<file path="config.mk">
export PLATFORM = sky130hd
export DESIGN_NAME = stable_priority_queue
export DESIGN_NICKNAME = d
export VERILOG_FILES = /design/src/sv/spq_pkg.sv /design/src/sv/stable_priority_queue.sv
export SDC_FILE = /design/constraint.sdc
export NUM_CORES = 2
export LEC_CHECK = 0
export BUFFER_PORTS_ARGS = -buffer_cell sky130_fd_sc_hd__buf_2
export CAP_MARGIN = 20
export CORE_AREA = 2 2 390 392
export DETAILED_ROUTE_END_ITERATION = 10
export DIE_AREA = 0 0 392 394
export HOLD_SLACK_MARGIN = 0.06
export PLACE_DENSITY = 0.73
export SYNTH_ARGS = -nofsm -noshare
export SYNTH_HDL_FRONTEND = slang
export SYNTH_SLANG_ARGS = --single-unit
</file>
<file path="constraint.sdc">
create_clock -name i_clk -period 18.7 [get_ports i_clk]
set_input_delay 0 -clock i_clk [delete_from_list [all_inputs] [get_ports i_clk]]
set_output_delay 0 -clock i_clk [all_outputs]
set_load 0.005 [all_outputs]
</file>
<file path="src/sv/spq_pkg.sv">
// ----------------------------------------------------------------------------
// spq_pkg: shared types and constants for the stable priority queue
// Operation and status codes, sequencer states and the stored entry layout.
// ----------------------------------------------------------------------------
package spq_pkg;

    localparam int SPQ_DEPTH   = 16;
    localparam int PRIO_W      = 32;
    localparam int PAYLOAD_W   = 32;
    localparam int SEQ_W       = 32;
    localparam int CNT_OUT_W   = 5;
    localparam int STATUS_W    = 2;
    localparam int OP_W        = 2;

    typedef enum logic [OP_W-1:0] {
        OP_ENQ = 2'd0,
        OP_DEQ = 2'd1,
        OP_CLR = 2'd2
    } t_op;

    typedef enum logic [STATUS_W-1:0] {
        STAT_OK    = 2'd0,
        STAT_EMPTY = 2'd1,
        STAT_FULL  = 2'd2
    } t_status;

    typedef enum logic [1:0] {
        S_IDLE,
        S_SCAN,
        S_DONE
    } t_state;

    typedef struct packed {
        logic signed [PRIO_W-1:0] prio;
        logic [PAYLOAD_W-1:0]     payload;
        logic [SEQ_W-1:0]         seq;
    } t_entry;

endpackage

</file>
<file path="src/sv/stable_priority_queue.sv">
// ----------------------------------------------------------------------------
// stable_priority_queue: bounded priority queue, FIFO among equal priorities
// Entries sit unsorted in a memory; a dequeue scans them with one shared
// priority/age comparator and moves the last entry into the freed slot.
//
//   channel  dir  tdata (low bit up)                       tuser
//   s_axis   in   priority_req[31:0], payload[63:32]       op[1:0]
//   m_axis   out  out_payload[31:0], entry_count[36:32],   out_valid[0],
//                 is_empty[37], zero[39:38]                status[2:1]
//
// Enqueue, clear and a refused dequeue go from accept straight to the result
// state. A dequeue first scans, one memory read per held entry through the
// comparator, then goes to the result state.
// s_axis_tready is high only while the sequencer is idle; a finished word
// waits in the output register, and a new word is taken meanwhile.
// Reset clears count, sequence counter and handshake state; memory is not.
// ----------------------------------------------------------------------------
module stable_priority_queue
    import spq_pkg::*;
#(
    parameter int DEPTH = SPQ_DEPTH
) (
    input  logic        i_clk,
    input  logic        i_rst_n,
    input  logic        s_axis_tvalid,
    output logic        s_axis_tready,
    input  logic [63:0] s_axis_tdata,   // priority_req[31:0], payload[63:32]
    input  logic [1:0]  s_axis_tuser,   // op[1:0]
    output logic        m_axis_tvalid,
    input  logic        m_axis_tready,
    output logic [39:0] m_axis_tdata,   // out_payload[31:0], entry_count[36:32],
                                        // is_empty[37], zero[39:38]
    output logic [2:0]  m_axis_tuser    // out_valid[0], status[2:1]
);

    localparam int AW = (DEPTH > 1) ? $clog2(DEPTH) : 1;
    localparam int CW = $clog2(DEPTH + 1);

    t_entry r_mem [DEPTH];
    t_entry r_rd_data;

    t_state               r_state, n_state;
    logic [CW-1:0]        r_count, n_count;
    logic [SEQ_W-1:0]     r_next_seq, n_next_seq;
    logic [AW-1:0]        r_idx, n_idx;
    logic [AW-1:0]        r_best_idx, n_best_idx;
    logic signed [PRIO_W-1:0] r_best_prio, n_best_prio;
    logic [SEQ_W-1:0]     r_best_age, n_best_age;
    logic [PAYLOAD_W-1:0] r_best_payload, n_best_payload;
    logic [PAYLOAD_W-1:0] r_res_payload, n_res_payload;
    logic                 r_res_valid, n_res_valid;
    t_status              r_res_status, n_res_status;
    logic                 r_m_tvalid, n_m_tvalid;
    logic [39:0]          r_m_tdata, n_m_tdata;
    logic [2:0]           r_m_tuser, n_m_tuser;

    logic                 mem_we;
    logic [AW-1:0]        mem_wa;
    t_entry               mem_wd;
    logic [AW-1:0]        mem_ra;

    logic [SEQ_W-1:0]     cand_age;
    logic                 take;
    logic                 last;
    t_op                  in_op;

    assign in_op         = t_op'(s_axis_tuser);
    assign s_axis_tready = (r_state == S_IDLE);
    assign m_axis_tvalid = r_m_tvalid;
    assign m_axis_tdata  = r_m_tdata;
    assign m_axis_tuser  = r_m_tuser;

    always_ff @(posedge i_clk) begin
        if (mem_we) begin
            r_mem[mem_wa] <= mem_wd;
        end
        r_rd_data <= r_mem[mem_ra];
    end

    always_comb begin
        n_state        = r_state;
        n_count        = r_count;
        n_next_seq     = r_next_seq;
        n_idx          = r_idx;
        n_best_idx     = r_best_idx;
        n_best_prio    = r_best_prio;
        n_best_age     = r_best_age;
        n_best_payload = r_best_payload;
        n_res_payload  = r_res_payload;
        n_res_valid    = r_res_valid;
        n_res_status   = r_res_status;
        n_m_tvalid     = r_m_tvalid;
        n_m_tdata      = r_m_tdata;
        n_m_tuser      = r_m_tuser;
        mem_we         = 1'b0;
        mem_wa         = r_count[AW-1:0];
        mem_wd         = r_rd_data;
        mem_ra         = '0;

        cand_age = r_next_seq - r_rd_data.seq;
        take     = (r_idx == '0)
                || (r_rd_data.prio > r_best_prio)
                || ((r_rd_data.prio == r_best_prio) && (cand_age > r_best_age));
        last     = ({{(CW-AW){1'b0}}, r_idx} == (r_count - CW'(1)));

        // drop the output word once taken
        if (r_m_tvalid && m_axis_tready) begin
            n_m_tvalid = 1'b0;
        end

        case (r_state)
            S_IDLE: begin
                if (s_axis_tvalid) begin
                    n_res_payload = '0;
                    n_res_valid   = 1'b0;
                    n_res_status  = STAT_OK;
                    n_state       = S_DONE;
                    case (in_op)
                        OP_ENQ: begin
                            if (r_count >= CW'(DEPTH)) begin
                                n_res_status = STAT_FULL;
                            end else begin
                                mem_we       = 1'b1;
                                mem_wd.prio  = s_axis_tdata[31:0];
                                mem_wd.payload = s_axis_tdata[63:32];
                                mem_wd.seq   = r_next_seq;
                                n_next_seq   = r_next_seq + SEQ_W'(1);
                                n_count      = r_count + CW'(1);
                            end
                        end
                        OP_DEQ: begin
                            if (r_count == '0) begin
                                n_res_status = STAT_EMPTY;
                            end else begin
                                n_idx   = '0;
                                n_state = S_SCAN;
                            end
                        end
                        OP_CLR: begin
                            n_count = '0;
                        end
                        default: begin
                        end
                    endcase
                end
            end
            S_SCAN: begin
                mem_ra = r_idx + AW'(1);
                if (take) begin
                    n_best_idx     = r_idx;
                    n_best_prio    = r_rd_data.prio;
                    n_best_age     = cand_age;
                    n_best_payload = r_rd_data.payload;
                end
                if (last) begin
                    // move the last entry into the slot of the one leaving
                    mem_we        = 1'b1;
                    mem_wa        = take ? r_idx : r_best_idx;
                    mem_wd        = r_rd_data;
                    n_res_payload = take ? r_rd_data.payload : r_best_payload;
                    n_res_valid   = 1'b1;
                    n_res_status  = STAT_OK;
                    n_count       = r_count - CW'(1);
                    n_state       = S_DONE;
                end else begin
                    n_idx = r_idx + AW'(1);
                end
            end
            S_DONE: begin
                if (!r_m_tvalid || m_axis_tready) begin
                    n_m_tvalid = 1'b1;
                    n_m_tdata  = {2'b00, (r_count == '0), CNT_OUT_W'(r_count),
                                  r_res_payload};
                    n_m_tuser  = {r_res_status, r_res_valid};
                    n_state    = S_IDLE;
                end
            end
            default: begin
                n_state = S_IDLE;
            end
        endcase
    end

    always_ff @(posedge i_clk) begin
        if (!i_rst_n) begin
            r_state    <= S_IDLE;
            r_count    <= '0;
            r_next_seq <= '0;
            r_m_tvalid <= 1'b0;
        end else begin
            r_state    <= n_state;
            r_count    <= n_count;
            r_next_seq <= n_next_seq;
            r_m_tvalid <= n_m_tvalid;
        end
    end

    always_ff @(posedge i_clk) begin
        r_idx          <= n_idx;
        r_best_idx     <= n_best_idx;
        r_best_prio    <= n_best_prio;
        r_best_age     <= n_best_age;
        r_best_payload <= n_best_payload;
        r_res_payload  <= n_res_payload;
        r_res_valid    <= n_res_valid;
        r_res_status   <= n_res_status;
        r_m_tdata      <= n_m_tdata;
        r_m_tuser      <= n_m_tuser;
    end

endmodule

</file>
==> results.md <==
* Status: finished, final reports clean
* Largest net degree at the start of global routing at approximately 190
* Top cell by count, worst path: buf_4
* Worst-path maximum fanout at 50
* First-pass GRT wire length at around 260,000 um
* Normalized max-slew margin at 17.7%
* FMAX at between 100 and 150 MHz
* Detailed Place HPWL at between 90,000 and 100,000 um
* RSZ-0062 raised after global routing: no
* Setup bufs post-CTS at 0
* Die height at just under 400 um
* Family with the most delay on the worst path: buffers and inverters
* Reg clk slew, reported paths at ~0.06 ns
* Post-layout util at a little under three fifths
* Max Slew Vio Count at 0
* Initial core utilization at 49.5%
* M2 GR Usage at a little over a third
* Clk_skew at roughly 0.038 ns
* H-tree depth at 4
* CTS max path bufs at 3
* Grt met3 use at under 10%
* Arr. time, crit path at roughly 9.4 ns
* EDFF count, synth at 1,716
* Post-synthesis sequential area ratio at between 70% and 80%
* Startpoint Class: flip-flop
* DR DRC count at 0
* Max cap viols at 0
* Number of synthesized register bits at 1,852
* Total GRT Usage at 22.2%
* Cell count after synthesis at approximately 4.8k
* Antenna violations before repair at 7
* Die ar. at approximately 150,000 um^2
* Final period util at 48.1%
* Core outline area at 151,000 um^2
* # IOs at between 100 and 150
* CP max stage cell: buf_4
* Setup TNS at 0 ns
* Die Width at ~390 um
* CP bufs+invs at 5
* Drt total wl at roughly 170,000 um
* Kind of critical path: reg2reg
* Ys async rst share at 0%
* FF+latch area at roughly 54,000 um^2
* IO Port Bufs at approximately 110
* Worst skew pair latency at between 0.8 and 0.9 ns
* Rows at between 100 and 150
* Routed wire length per instance at 24.1 um
* CTS tree: built
* Main synth FF type: edfxtp_1
* Most frequent cells in the layout: edfxtp_1, nand2_1, mux2i_1
* Slowest stage delay, CP at just over 0.9 ns
* Peak VDD IR at ~100 uV
* Filler Cells Inserted at 11.5k
* Fin. Hold Viols at 0
* Gpl congestion at between 0.7 and 0.8
* Nets at 5,154
* Area of the multi-input gates at 18,900 um^2
* Mapped cell area at about 75,000 um^2
* # resized after CTS at 0
* Vias at ~42k
* Vias in the first global route at around 42k
* # setup viols final at 0
* Final Hold Slack at between 0.1 and 0.15 ns
* Synth warn at 0
* Total power at roughly 8.5 mW
* 1st-iter DRT viols at ~4.4k
* Final ANT Viol Nets at 0
* ANT cells at 0
* Synth cell types at 75
* Final Critical Period at 9.00 ns
* Root Driver: clkbuf_16
* Routing usage on met1 at between 30 and 40%
* Total gr overflow at 0
* Grt peak-use layer: met2
* Share of cells above drive strength 1 at about an eighth
* Vias/cell at roughly 5.9
* Worst Hold Class: in2reg
* Drt first pass iters at 5
* Sink Count at 1,852
* Design Area, Final at ~84,000 um^2
* Worst Max-Slew Pin Slew at 1.23 ns
* Worst Path Required at approximately 19 ns
* Syn_area_per_cell at between 15 and 20 um^2
* Worst Setup End Kind: flip-flop
* CTS Buf Count at ~180
* PwrDens at 101 nW/um^2
* Leakage power figure at between 20 and 30 nW
* Placement Cell Area at just under 80,000 um^2
* Most common cell after layout, fill and taps aside: edfxtp_1
* Layout area overhead at 12.5%
==> synth_stat cells, types with 17 or more instances <==
cell type	n	area share (%)
and2_1	251	2.1
clkbuf_1	232	1.2
nor2_1	41	0.21
buf_2	24	0.16
inv_1	118	0.59
mux4_2	96	2.9
nor3_1	109	0.73
edfxtp_1	1716	69
mux2_2	38	0.57
a311oi_1	194	2.3
o21ai_0	63	0.42
a21o_1	17	0.17
xnor2_1	43	0.51
ha_1	101	1.7
nand2_1	654	3.3
dfxtp_1	136	3.7
a211oi_1	200	2.0
nand3_1	22	0.15
mux2i_1	386	5.2
a21oi_1	157	1.1
==> power by group <==
part	leakage [nW]	switching, mW	internal, mW
logic	8.83	0.279	0.124
clock network	2.76	1.50	1.95
registers	16.6	0.0227	4.63
total	28.2	1.80	6.71
==> repair_timing <==
action                      CTS  global route
hold buffers                 72             0
setup endpoints to repair     0             0
hold endpoints to repair   1054             0
==> through the flow <==
stage | worst slack [ns] | cells
6_report | 9.70 | 7167
5_1_grt | 9.14 | 7167
4_1_cts | 9.71 | 7149
3_5_place_dp | 9.73 | 6743
3_3_place_gp | 9.78 | 6742
2_1_floorplan | 3.29 | 4799
==> state kept, by name (all words and copies together) (netlist names), 3 cells and up <==
register and flops:
r_mem 1536, r_rd_data 96, m_axis_tdata 38, r_best_age 32, r_best_payload 32, r_best_prio 32
r_next_seq 32, r_res_payload 32, r_count 5, r_best_idx 4, r_idx 4, m_axis_tuser 3
==> layout make-up <==
type | count | share of cell area (%)
flip-flops and latches | 1852 | 64.6
inverters | 123 | 0.581
repair buffers | 279 | 2.49
well taps | 2030 | 3.03
clock inverters | 78 | 0.754
multi-input cells | 2549 | 22.6
clock buffers | 256 | 5.95
==> final timing paths <==
| path | start | end | slack [ns] | cells after the start |
|---|---|---|---|---|
| hold / removal | s_axis_tdata[31] | r_mem[11][95] | 0.14 | 3 |
| setup reg to reg | r_next_seq[0] | r_mem[12][89] | 9.70 | 28 |
| hold reg to reg | r_res_payload[1] | m_axis_tdata[1] | 0.42 | 0 |
| setup / recovery | r_next_seq[0] | r_mem[12][89] | 9.70 | 28 |
==> worst min-delay path, cell delays in order <==
cell     delay [ns]
buf_2          0.13
nand2_1        0.16
nand2_1        0.34
==> kinds of logic (layout without fill, tap and decap cells) <==
group                      after synthesis  count (layout)  share of synthesized area, %
other                                    1               2                       0.00503
DFF                                   1852            1852                          72.8
AOI/OAI and AO/OA                      703             703                          6.76
adders and majority gates              102             102                          1.72
and+or+nand+nor                       1163            1163                          7.34
buffers and inverters                  398             736                          2.07
muxes                                  520             520                          8.65
xor gates and xnor gates                59              59                         0.693
==> layer usage <==
layer | wire length (um) | vias to the layer above
li1 | - | 18795
met3 | 14600 | 266
met5 | 27 | -
met4 | 4570 | 4
met2 | 83200 | 1847
met1 | 70500 | 21360
No activity file was read; power rests on OpenSTA's default activity.
